## config.mk

```make
export PLATFORM = sky130hd
export DESIGN_NAME = quoted_printable_decoder
export DESIGN_NICKNAME = d
export VERILOG_FILES = /design/src/hw/rtl/qpd_pkg.sv /design/src/hw/rtl/qpd_ctrl.sv /design/src/hw/rtl/qpd_datapath.sv /design/src/hw/rtl/quoted_printable_decoder.sv
export VERILOG_INCLUDE_DIRS = /design/src /design/src/hw/rtl
export SDC_FILE = /design/constraint.sdc
export NUM_CORES = 1
export LEC_CHECK = 0
export BUFFER_PORTS_ARGS = -buffer_cell sky130_fd_sc_hd__buf_2
export CAP_MARGIN = 5
export CORE_ASPECT_RATIO = 0.75
export CORE_MARGIN = 5
export CORE_UTILIZATION = 35
export CTS_BUF_LIST = sky130_fd_sc_hd__clkbuf_8
export CTS_CLUSTER_DIAMETER = 30
export CTS_CLUSTER_SIZE = 10
export DETAILED_ROUTE_END_ITERATION = 7
export PLACE_DENSITY = 0.55
export SYNTH_ARGS = -nofsm -noshare
export SYNTH_HDL_FRONTEND = slang
export SYNTH_HIERARCHICAL = 1
export SYNTH_SLANG_ARGS = --single-unit
```

## constraint.sdc

```tcl
create_clock -name i_clk -period 3.5 [get_ports i_clk]
set_clock_uncertainty 0.15 [all_clocks]
set_input_delay 0.35 -clock i_clk [delete_from_list [all_inputs] [get_ports i_clk]]
set_output_delay 0.35 -clock i_clk [all_outputs]
set_load 0.005 [all_outputs]
```

## src/hw/rtl/quoted_printable_decoder_macros.svh

```systemverilog
// Assertion macros for the quoted-printable decoder.
// Needs i_clk and i_rst_n in the scope where a macro is used.
`ifndef QUOTED_PRINTABLE_DECODER_MACROS_SVH
`define QUOTED_PRINTABLE_DECODER_MACROS_SVH

// Same-cycle implication, inactive while reset is held.
`define QPD_ASSERT_IMPLY(lbl, ante, cons, msg) \
    lbl: assert property (@(posedge i_clk) disable iff (!i_rst_n) (ante) |-> (cons)) \
        else $error(msg);

// Next-cycle implication, inactive while reset is held.
`define QPD_ASSERT_NEXT(lbl, ante, cons, msg) \
    lbl: assert property (@(posedge i_clk) disable iff (!i_rst_n) (ante) |=> (cons)) \
        else $error(msg);

`endif

```

## src/hw/rtl/qpd_pkg.sv

```systemverilog
// Shared types, character codes and helpers for the quoted-printable decoder.
// No dependencies.
`timescale 1ns / 1ps

package qpd_pkg;

    localparam logic [7:0] CH_TAB   = 8'h09;
    localparam logic [7:0] CH_LF    = 8'h0A;
    localparam logic [7:0] CH_CR    = 8'h0D;
    localparam logic [7:0] CH_SPACE = 8'h20;
    localparam logic [7:0] CH_EQ    = 8'h3D;
    localparam logic [7:0] CH_TILDE = 8'h7E;

    localparam logic [1:0] PH_NONE      = 2'd0;
    localparam logic [1:0] PH_AFTER_EQ  = 2'd1;
    localparam logic [1:0] PH_HAVE_HIGH = 2'd2;
    localparam logic [1:0] PH_HIGH_EQ   = 2'd3;

    typedef enum logic [1:0] {
        S_IDLE,
        S_FLUSH,
        S_TAIL
    } t_state;

    typedef enum logic [2:0] {
        SEL_NL,
        SEL_IN,
        SEL_HELD,
        SEL_WS,
        SEL_ESC
    } t_sel;

    typedef struct packed {
        logic emit;
        t_sel sel;
        logic run_last;
        logic capture;
        logic ws_push;
        logic line_end;
        logic line_open_set;
        logic esc_start;
        logic esc_first;
        logic esc_clear;
        logic idx_clr;
        logic idx_inc;
        logic cnt_clr;
    } t_cmd;

    typedef struct packed {
        logic       slot_free;
        logic       is_end;
        logic       is_lf;
        logic       is_cr;
        logic       is_ws;
        logic       is_eq;
        logic       is_print;
        logic [1:0] phase;
        logic       soft_brk;
        logic       count_zero;
        logic       idx_last;
        logic       held_print;
        logic       last_nl;
        logic       line_open;
    } t_status;

    function automatic logic [3:0] hex_value(input logic [7:0] c);
        logic [3:0] v;
        v = 4'd0;
        if (c >= 8'h30 && c <= 8'h39)
            v = 4'(c - 8'h30);
        else if (c >= 8'h41 && c <= 8'h46)
            v = 4'(c - 8'h37);
        else if (c >= 8'h61 && c <= 8'h66)
            v = 4'(c - 8'h57);
        return v;
    endfunction

    function automatic logic is_printable(input logic [7:0] c);
        return (c >= CH_SPACE) && (c <= CH_TILDE);
    endfunction

endpackage

```

## src/hw/rtl/qpd_ctrl.sv

```systemverilog
// Sequencer of the quoted-printable decoder: decides per accepted byte and
// steps through held whitespace. Depends on qpd_pkg.
`timescale 1ns / 1ps

module qpd_ctrl
    import qpd_pkg::*;
(
    input  logic    i_clk,
    input  logic    i_rst_n,
    input  logic    i_in_valid,
    input  t_status i_status,
    output logic    o_in_ready,
    output t_cmd    o_cmd
);

    t_state r_state;
    t_state n_state;

    always_ff @(posedge i_clk) begin
        if (!i_rst_n) begin
            r_state <= S_IDLE;
        end else begin
            r_state <= n_state;
        end
    end

    always_comb begin
        n_state    = r_state;
        o_cmd      = '0;
        o_cmd.sel  = SEL_NL;
        o_in_ready = 1'b0;
        case (r_state)
            S_IDLE: begin
                o_in_ready = i_status.slot_free;
                if (i_in_valid && i_status.slot_free) begin
                    o_cmd.capture = 1'b1;
                    if (i_status.is_end) begin
                        o_cmd.line_end = 1'b1;
                        if ((i_status.line_open && !i_status.soft_brk) || !i_status.last_nl) begin
                            o_cmd.emit     = 1'b1;
                            o_cmd.sel      = SEL_NL;
                            o_cmd.run_last = 1'b1;
                        end
                    end else if (i_status.is_lf) begin
                        o_cmd.line_end = 1'b1;
                        if (!i_status.soft_brk) begin
                            o_cmd.emit     = 1'b1;
                            o_cmd.sel      = SEL_NL;
                            o_cmd.run_last = 1'b1;
                        end
                    end else begin
                        o_cmd.line_open_set = 1'b1;
                        if (i_status.is_cr) begin
                            // carriage return is ignored
                        end else if (i_status.is_ws) begin
                            o_cmd.ws_push = 1'b1;
                        end else if (i_status.phase == PH_NONE || !i_status.count_zero) begin
                            // ordinary byte; a pending escape is cancelled
                            o_cmd.esc_start = i_status.is_eq;
                            o_cmd.esc_clear = !i_status.is_eq;
                            if (!i_status.count_zero) begin
                                o_cmd.idx_clr = 1'b1;
                                n_state       = S_FLUSH;
                            end else if (i_status.is_print && !i_status.is_eq) begin
                                o_cmd.emit     = 1'b1;
                                o_cmd.sel      = SEL_IN;
                                o_cmd.run_last = 1'b1;
                            end
                        end else if (i_status.phase == PH_AFTER_EQ) begin
                            o_cmd.esc_first = 1'b1;
                        end else begin
                            o_cmd.emit      = 1'b1;
                            o_cmd.sel       = SEL_ESC;
                            o_cmd.run_last  = 1'b1;
                            o_cmd.esc_clear = 1'b1;
                        end
                    end
                end
            end
            S_FLUSH: begin
                if (i_status.slot_free) begin
                    o_cmd.emit = 1'b1;
                    o_cmd.sel  = SEL_WS;
                    if (i_status.idx_last) begin
                        o_cmd.cnt_clr  = 1'b1;
                        o_cmd.run_last = !i_status.held_print;
                        n_state        = i_status.held_print ? S_TAIL : S_IDLE;
                    end else begin
                        o_cmd.idx_inc = 1'b1;
                    end
                end
            end
            S_TAIL: begin
                if (i_status.slot_free) begin
                    o_cmd.emit     = 1'b1;
                    o_cmd.sel      = SEL_HELD;
                    o_cmd.run_last = 1'b1;
                    n_state        = S_IDLE;
                end
            end
            default: begin
                n_state = S_IDLE;
            end
        endcase
    end

endmodule

```

## src/hw/rtl/qpd_datapath.sv

```systemverilog
// Datapath of the quoted-printable decoder: escape and line state, held
// whitespace store, result register. Depends on qpd_pkg.
`timescale 1ns / 1ps

module qpd_datapath
    import qpd_pkg::*;
#(
    parameter int WS_DEPTH = 32
) (
    input  logic       i_clk,
    input  logic       i_rst_n,
    input  logic [7:0] i_in_byte,
    input  logic       i_is_end,
    input  logic       i_out_ready,
    input  t_cmd       i_cmd,
    output t_status    o_status,
    output logic       o_out_valid,
    output logic [7:0] o_out_byte,
    output logic       o_run_last,
    output logic       o_ws_overflow
);

    localparam int CNT_W = $clog2(WS_DEPTH + 1);
    localparam int IDX_W = $clog2(WS_DEPTH);

    logic             r_kind [WS_DEPTH];
    logic             r_rdata;
    logic [CNT_W-1:0] r_count;
    logic [IDX_W-1:0] r_idx;
    logic [IDX_W-1:0] n_idx;
    logic [1:0]       r_phase;
    logic [3:0]       r_high;
    logic             r_line_open;
    logic             r_last_nl;
    logic             r_overflow;
    logic [7:0]       r_byte;
    logic             r_o_valid;
    logic [7:0]       r_o_byte;
    logic             r_o_last;
    logic             r_o_ovf;
    logic [7:0]       w_emit_byte;
    logic             w_full;

    assign w_full = (r_count >= CNT_W'(WS_DEPTH));

    always_comb begin
        case (i_cmd.sel)
            SEL_NL:   w_emit_byte = CH_LF;
            SEL_IN:   w_emit_byte = i_in_byte;
            SEL_HELD: w_emit_byte = r_byte;
            SEL_WS:   w_emit_byte = r_rdata ? CH_TAB : CH_SPACE;
            SEL_ESC:  w_emit_byte = {r_high, hex_value(i_in_byte)};
            default:  w_emit_byte = CH_LF;
        endcase
    end

    always_comb begin
        if (i_cmd.idx_clr)
            n_idx = '0;
        else if (i_cmd.idx_inc)
            n_idx = r_idx + IDX_W'(1);
        else
            n_idx = r_idx;
    end

    // read address runs one step ahead so the data matches r_idx
    always_ff @(posedge i_clk) begin
        if (i_cmd.ws_push && !w_full)
            r_kind[r_count[IDX_W-1:0]] <= (i_in_byte == CH_TAB);
        r_rdata <= r_kind[n_idx];
    end

    always_ff @(posedge i_clk) begin
        r_idx <= n_idx;
        if (i_cmd.capture)
            r_byte <= i_in_byte;
        if (i_cmd.emit) begin
            r_o_byte <= w_emit_byte;
            r_o_last <= i_cmd.run_last;
            r_o_ovf  <= r_overflow;
        end
    end

    always_ff @(posedge i_clk) begin
        if (!i_rst_n) begin
            r_count     <= '0;
            r_phase     <= PH_NONE;
            r_high      <= 4'd0;
            r_line_open <= 1'b0;
            r_last_nl   <= 1'b0;
            r_overflow  <= 1'b0;
            r_o_valid   <= 1'b0;
        end else begin
            if (i_cmd.emit) begin
                r_o_valid <= 1'b1;
                r_last_nl <= (w_emit_byte == CH_LF);
            end else if (i_out_ready) begin
                r_o_valid <= 1'b0;
            end

            if (i_cmd.line_end || i_cmd.cnt_clr) begin
                r_count <= '0;
            end else if (i_cmd.ws_push) begin
                if (w_full)
                    r_overflow <= 1'b1;
                else
                    r_count <= r_count + CNT_W'(1);
            end

            if (i_cmd.line_end || i_cmd.esc_clear) begin
                r_phase <= PH_NONE;
                r_high  <= 4'd0;
            end else if (i_cmd.esc_start) begin
                r_phase <= PH_AFTER_EQ;
                r_high  <= 4'd0;
            end else if (i_cmd.esc_first) begin
                r_phase <= (i_in_byte == CH_EQ) ? PH_HIGH_EQ : PH_HAVE_HIGH;
                r_high  <= hex_value(i_in_byte);
            end

            if (i_cmd.line_end)
                r_line_open <= 1'b0;
            else if (i_cmd.line_open_set)
                r_line_open <= 1'b1;
        end
    end

    always_comb begin
        o_status.slot_free  = !r_o_valid || i_out_ready;
        o_status.is_end     = i_is_end;
        o_status.is_lf      = (i_in_byte == CH_LF);
        o_status.is_cr      = (i_in_byte == CH_CR);
        o_status.is_ws      = (i_in_byte == CH_SPACE) || (i_in_byte == CH_TAB);
        o_status.is_eq      = (i_in_byte == CH_EQ);
        o_status.is_print   = is_printable(i_in_byte);
        o_status.phase      = r_phase;
        o_status.soft_brk   = (r_phase == PH_AFTER_EQ) || (r_phase == PH_HIGH_EQ);
        o_status.count_zero = (r_count == '0);
        o_status.idx_last   = ((CNT_W'(r_idx) + CNT_W'(1)) == r_count);
        o_status.held_print = is_printable(r_byte) && (r_byte != CH_EQ);
        o_status.last_nl    = r_last_nl;
        o_status.line_open  = r_line_open;
    end

    assign o_out_valid   = r_o_valid;
    assign o_out_byte    = r_o_byte;
    assign o_run_last    = r_o_last;
    assign o_ws_overflow = r_o_ovf;

endmodule

```

## src/hw/rtl/quoted_printable_decoder.sv

```systemverilog
// Quoted-printable body decoder, top level: sequencer plus datapath.
// Depends on qpd_pkg, qpd_ctrl, qpd_datapath, quoted_printable_decoder_macros.svh.
//
// Input channel (i_in_valid/o_in_ready) carries one encoded byte or an
// end-of-text marker per transfer. Output channel (o_out_valid/i_out_ready)
// carries decoded bytes; o_run_last marks the final result of an input
// transfer, o_ws_overflow is the sticky flag for dropped held whitespace.
// A result emitted directly by a transfer is registered and appears in the
// cycle after it. The decoder takes one byte per cycle while no whitespace is
// held and the output register is free. A byte that releases held spaces/tabs
// keeps the sequencer busy, one store read per result, while it emits them in
// turn and then the byte itself if that is emitted, before the next input is
// taken. A single output register holds the result; new input is taken while
// it is being drained in the same cycle. When the receiver stalls, the result
// is held and input is refused until the register is free. Reset
// (synchronous, active low) clears the sequencer and line, escape, count,
// overflow and output-valid state; the whitespace store needs no clearing.
`timescale 1ns / 1ps
`include "quoted_printable_decoder_macros.svh"

module quoted_printable_decoder
    import qpd_pkg::*;
#(
    parameter int WS_DEPTH = 32
) (
    input  logic       i_clk,
    input  logic       i_rst_n,
    input  logic       i_in_valid,
    output logic       o_in_ready,
    input  logic [7:0] i_in_byte,
    input  logic       i_is_end,
    output logic       o_out_valid,
    input  logic       i_out_ready,
    output logic [7:0] o_out_byte,
    output logic       o_run_last,
    output logic       o_ws_overflow
);

    t_cmd    w_cmd;
    t_status w_status;

    qpd_ctrl u_ctrl (
        .i_clk      (i_clk),
        .i_rst_n    (i_rst_n),
        .i_in_valid (i_in_valid),
        .i_status   (w_status),
        .o_in_ready (o_in_ready),
        .o_cmd      (w_cmd)
    );

    qpd_datapath #(
        .WS_DEPTH (WS_DEPTH)
    ) u_datapath (
        .i_clk         (i_clk),
        .i_rst_n       (i_rst_n),
        .i_in_byte     (i_in_byte),
        .i_is_end      (i_is_end),
        .i_out_ready   (i_out_ready),
        .i_cmd         (w_cmd),
        .o_status      (w_status),
        .o_out_valid   (o_out_valid),
        .o_out_byte    (o_out_byte),
        .o_run_last    (o_run_last),
        .o_ws_overflow (o_ws_overflow)
    );

    `QPD_ASSERT_IMPLY(a_emit_slot_free, w_cmd.emit, w_status.slot_free, "result overwritten")
    `QPD_ASSERT_IMPLY(a_push_no_emit, w_cmd.ws_push, !w_cmd.emit, "whitespace held and emitted")
    `QPD_ASSERT_NEXT(a_ovf_sticky, o_out_valid && i_out_ready && o_ws_overflow, !o_out_valid || o_ws_overflow, "overflow flag cleared")

endmodule

```

==> flow_metrics.py <==
metrics = {
    "outcome": {
        "run_status": "complete, no violations",
    },
    "die": {
        "die_h_um": 103.2,
        "ports_placed_on_the_boundary": 25,
        "design.die.area_um2": 13860,
        "floorplan.initialDensity_pct": 35.31,
        "placement_rows": 34,
        "core_area_um2": 11490,
        "die_w_um": 134.3,
    },
    "route": {
        "finalWirelength_um": 10170,
        "routed_via_density": 5.366,
        "drc": 0,
        "vias": 3300,
        "detail_route.iter0.violations": 305,
        "dr.pass1.iters": 4,
        "postRouteAntennaNets": 0,
        "drt-wirelength-per-cell_um": 16.54,
    },
    "run": {
        "max-cap-violations": 0,
    },
    "timing": {
        "hold_viol_final": 0,
        "tightest_slew_ns": 0.6194,
        "grt_setup_unrepaired": "yes",
        "relSlewSlack_pct": 58.52,
        "final_period_minus_worst_setup_slack_ns": 3.411,
        "setup_tns_ns": 0,
        "max_clock_freq_mhz": 293.2,
        "final_max_slew_viol_count": 0,
        "finalCritPeriodShare_pct": 97.46,
        "setup_viol": 0,
    },
    "worst_setup_path": {
        "worst-path-max-fanout": 5,
        "start_kind": "flip-flop",
        "worst-endpoint-required_ns": 3.57,
        "worst_setup_path_end_kind": "flip-flop",
        "worst_ep_arrival_time_ns": 3.48,
        "setup.worst_path.class": "flip-flop to flip-flop",
    },
    "power_and_ir_drop": {
        "leakage_dissipation_nw": 1.691,
        "cellPowerDensity_nw_per_um2": 370.7,
        "clock_power_share_pct": 33.3,
        "power.sequential.fraction_pct": 54.1,
        "power_report.internal_total_mw": 1.306,
        "power.share.switching_pct": 26.52,
        "worst_ir_drop_vdd_uv": 133.0,
        "power.combinational.fraction_pct": 12.6,
        "power.net_switching_mw": 0.4713,
    },
    "global_routing": {
        "grt_max_degree": 33,
        "grt_pass1_wl_um": 16080,
        "antenna_violations_before_repair": 0,
        "global_route.overflow_total": 0,
        "first_global_vias": 2988,
        "grt_util_all_layers_pct": 14.77,
    },
    "synthesis": {
        "synth_enable_flop_cells": 50,
        "synth_nets": 433,
        "synth_async_sr_flop_share_pct": 0,
        "netlist_instances": 411,
        "synth_top_cell_area_share_pct": 37.03,
        "post_synth_main_area_contributors": "sky130_fd_sc_hd__edfxtp_1, sky130_fd_sc_hd__dfxtp_1, sky130_fd_sc_hd__nor2_1",
        "area_leader_netlist": "sky130_fd_sc_hd__edfxtp_1",
        "synth.avg_cell_area_um2": 9.867,
        "yosys_warnings": 6,
        "synth_cell_types": 72,
        "portion_of_the_post_synthesis_area_used_by_sequential_elements_pct": 48.87,
        "ys.flop_type": "sky130_fd_sc_hd__edfxtp_1",
        "synth.cell_area_um2": 4055,
        "synth_seq_cells": 74,
    },
    "cells_and_area": {
        "layout.cells.most_common_list": "sky130_fd_sc_hd__nor2_1, sky130_fd_sc_hd__edfxtp_1, sky130_fd_sc_hd__buf_4, sky130_fd_sc_hd__nand2_1, sky130_fd_sc_hd__buf_2",
        "layout-drive-gt1-share_pct": 24.84,
        "most_common_library_cell_in_the_layout_ignoring_fill_and_taps": "sky130_fd_sc_hd__nor2_1",
        "num-nets-final": 488,
        "post-route-cell-area_um2": 4795,
        "flow.area_growth_from_synthesis_pct": 18.24,
        "antenna-diode-count": 0,
    },
    "clock_network": {
        "cts-root-buf": "sky130_fd_sc_hd__clkbuf_8",
        "clk_latency_ns": 0.35,
        "cts.sink_count": 74,
        "clock_path_buffers": 2,
        "clock_tree.htree_level_count": 3,
        "cts-buffers-inserted": 9,
        "tritoncts": "yes",
        "post_cts_hold_buffer_count": 0,
        "clkSlewWorstSetupHoldPaths_ns": 0.09,
    },
    "placed_design": {
        "port-buffer-count": 24,
        "placed_area_um2": 4567,
        "gp_congestion": 0.8328,
        "hpwl_um": 7404,
    },
    "worst_hold_path": {
        "min_path_type": "input port to flip-flop",
    },
}
layout make-up:
class,instances,area [um^2]
Clock buffer,9,123.9
Clock inverter,7,46.29
Fill cell,1137,6691
Inverter,15,61.31
Multi-Input combinational cell,299,1951
Sequential cell,74,1986
Tap cell,144,180.2
Timing Repair Buffer,67,446.7
critical path: stages (launching register included):
cell and delay (ns):
sky130_fd_sc_hd__dfxtp_2 0.36, sky130_fd_sc_hd__and3_4 0.21, sky130_fd_sc_hd__and3b_1 0.16, sky130_fd_sc_hd__nor3_1 0.05, sky130_fd_sc_hd__a211oi_1 0.18, sky130_fd_sc_hd__a31oi_1 0.09, sky130_fd_sc_hd__nor4_2 0.34, sky130_fd_sc_hd__nor2_2 0.12
sky130_fd_sc_hd__buf_6 0.15, sky130_fd_sc_hd__xnor2_4 0.13, sky130_fd_sc_hd__nor2_4 0.20, sky130_fd_sc_hd__mux4_2 0.52, sky130_fd_sc_hd__mux2i_1 0.18, sky130_fd_sc_hd__nor4_1 0.07, sky130_fd_sc_hd__or4_1 0.39
metal layers:
layer	vias to the layer above	share of wire (%)	wire length (um)	GRT usage, %
met4	0	0.92	94	3.521
met5	-	0	0	0
met1	1604	53	5424	23.08
li1	1601	-	-	-
met3	6	4.6	465	2.515
met2	89	41	4188	21.20
state kept, by name (all words and copies together), names as in the netlist:
| signal | flops |
|---|---|
| u_datapath/o_out_valid | 1 |
| u_datapath/o_ws_overflow | 1 |
| u_datapath/r_high | 4 |
| u_datapath/r_rdata | 1 |
| u_datapath/r_count | 6 |
| u_datapath/r_byte | 8 |
| u_datapath/r_overflow | 1 |
| u_datapath/r_phase | 2 |
| u_datapath/r_last_nl | 1 |
| u_datapath/r_line_open | 1 |
| u_datapath/r_kind | 32 |
| u_datapath/r_idx | 5 |
| u_datapath/o_run_last | 1 |
| u_ctrl/r_state | 2 |
| u_datapath/o_out_byte | 8 |
stage by stage:
stage / hold slack, ns / worst slack, ns / total power [mW] / utilization (%) / instances
after CTS: 0.07470 / 0.004202 / 1.788 / 41.39 / 614
after global placement: 0.2974 / -0.07816 / 1.190 / 39.76 / 597
after global routing: 0.08938 / -0.05908 / 1.859 / 41.74 / 615
after detailed placement: 0.2877 / -0.06303 / 1.192 / 39.76 / 597
final: 0.08732 / 0.08893 / 1.778 / 41.74 / 615
after floorplan: 0.2581 / -0.02518 / 1.108 / - / 411
synthesized netlist by cell type, types with 3 or more instances:
cell type and count:
sky130_fd_sc_hd__ha_1 9, sky130_fd_sc_hd__o211ai_1 3, sky130_fd_sc_hd__inv_1 14, sky130_fd_sc_hd__buf_4 3
sky130_fd_sc_hd__o22ai_1 4, sky130_fd_sc_hd__clkbuf_1 13, sky130_fd_sc_hd__a22oi_1 5, sky130_fd_sc_hd__o31ai_1 3
sky130_fd_sc_hd__a211oi_1 7, sky130_fd_sc_hd__a32o_1 3, sky130_fd_sc_hd__a21oi_1 17, sky130_fd_sc_hd__nand3_1 7
sky130_fd_sc_hd__nand4_1 5, sky130_fd_sc_hd__edfxtp_1 50, sky130_fd_sc_hd__dfxtp_1 24, sky130_fd_sc_hd__nor3b_1 4
sky130_fd_sc_hd__a32oi_1 3, sky130_fd_sc_hd__xnor2_1 6, sky130_fd_sc_hd__mux2i_1 5, sky130_fd_sc_hd__or2_2 3
sky130_fd_sc_hd__nor2_1 76, sky130_fd_sc_hd__and3b_1 3, sky130_fd_sc_hd__nor3_1 10, sky130_fd_sc_hd__nand2_1 34
sky130_fd_sc_hd__nor2b_1 10, sky130_fd_sc_hd__buf_2 5, sky130_fd_sc_hd__xor2_1 7, sky130_fd_sc_hd__nor4_1 5
sky130_fd_sc_hd__o21ai_0 14, sky130_fd_sc_hd__nand2b_1 5
final timing paths:
| check | from | end | cells past startpoint | slack [ns] |
|---|---|---|---|---|
| hold / removal | i_in_byte[2] | u_datapath/r_byte[2] | 1 | 0.09 |
| setup reg to reg | u_datapath/r_idx[1] | u_datapath/r_rdata | 14 | 0.09 |
| hold reg to reg | u_datapath/r_overflow | u_datapath/o_ws_overflow | 0 | 0.31 |
| setup / recovery | u_datapath/r_idx[1] | u_datapath/r_rdata | 14 | 0.09 |
cells by family (layout without fill, tap and decap cells):
group           Yosys count  in the layout  synth area share, %
simple gates            188            188                23.73
compound gates           77             77                12.93
buf+inv                  38             98                4.289
flops                    74             74                48.87
xor+xnor                 14             14                3.209
mux                      11             11                4.196
fa+ha+maj                 9              9                2.777
timing repair:
action | in CTS | in global routing
setup buffers | 1 | 1
gates resized for setup | 3 | 11
gates cloned | 0 | 0
setup endpoints to repair | 1 | 2
pin swaps | 1 | 4
power groups by stage:
stage	sequential [mW]	combinational, mW	clock (mW)
2_1_floorplan	0.979	0.129	0
3_3_place_gp	0.979	0.211	0
3_5_place_dp	0.980	0.212	0
4_1_cts	0.960	0.218	0.610
5_1_grt	0.963	0.245	0.651
6_report	0.961	0.224	0.592
(Power assumes the default switching activity.)
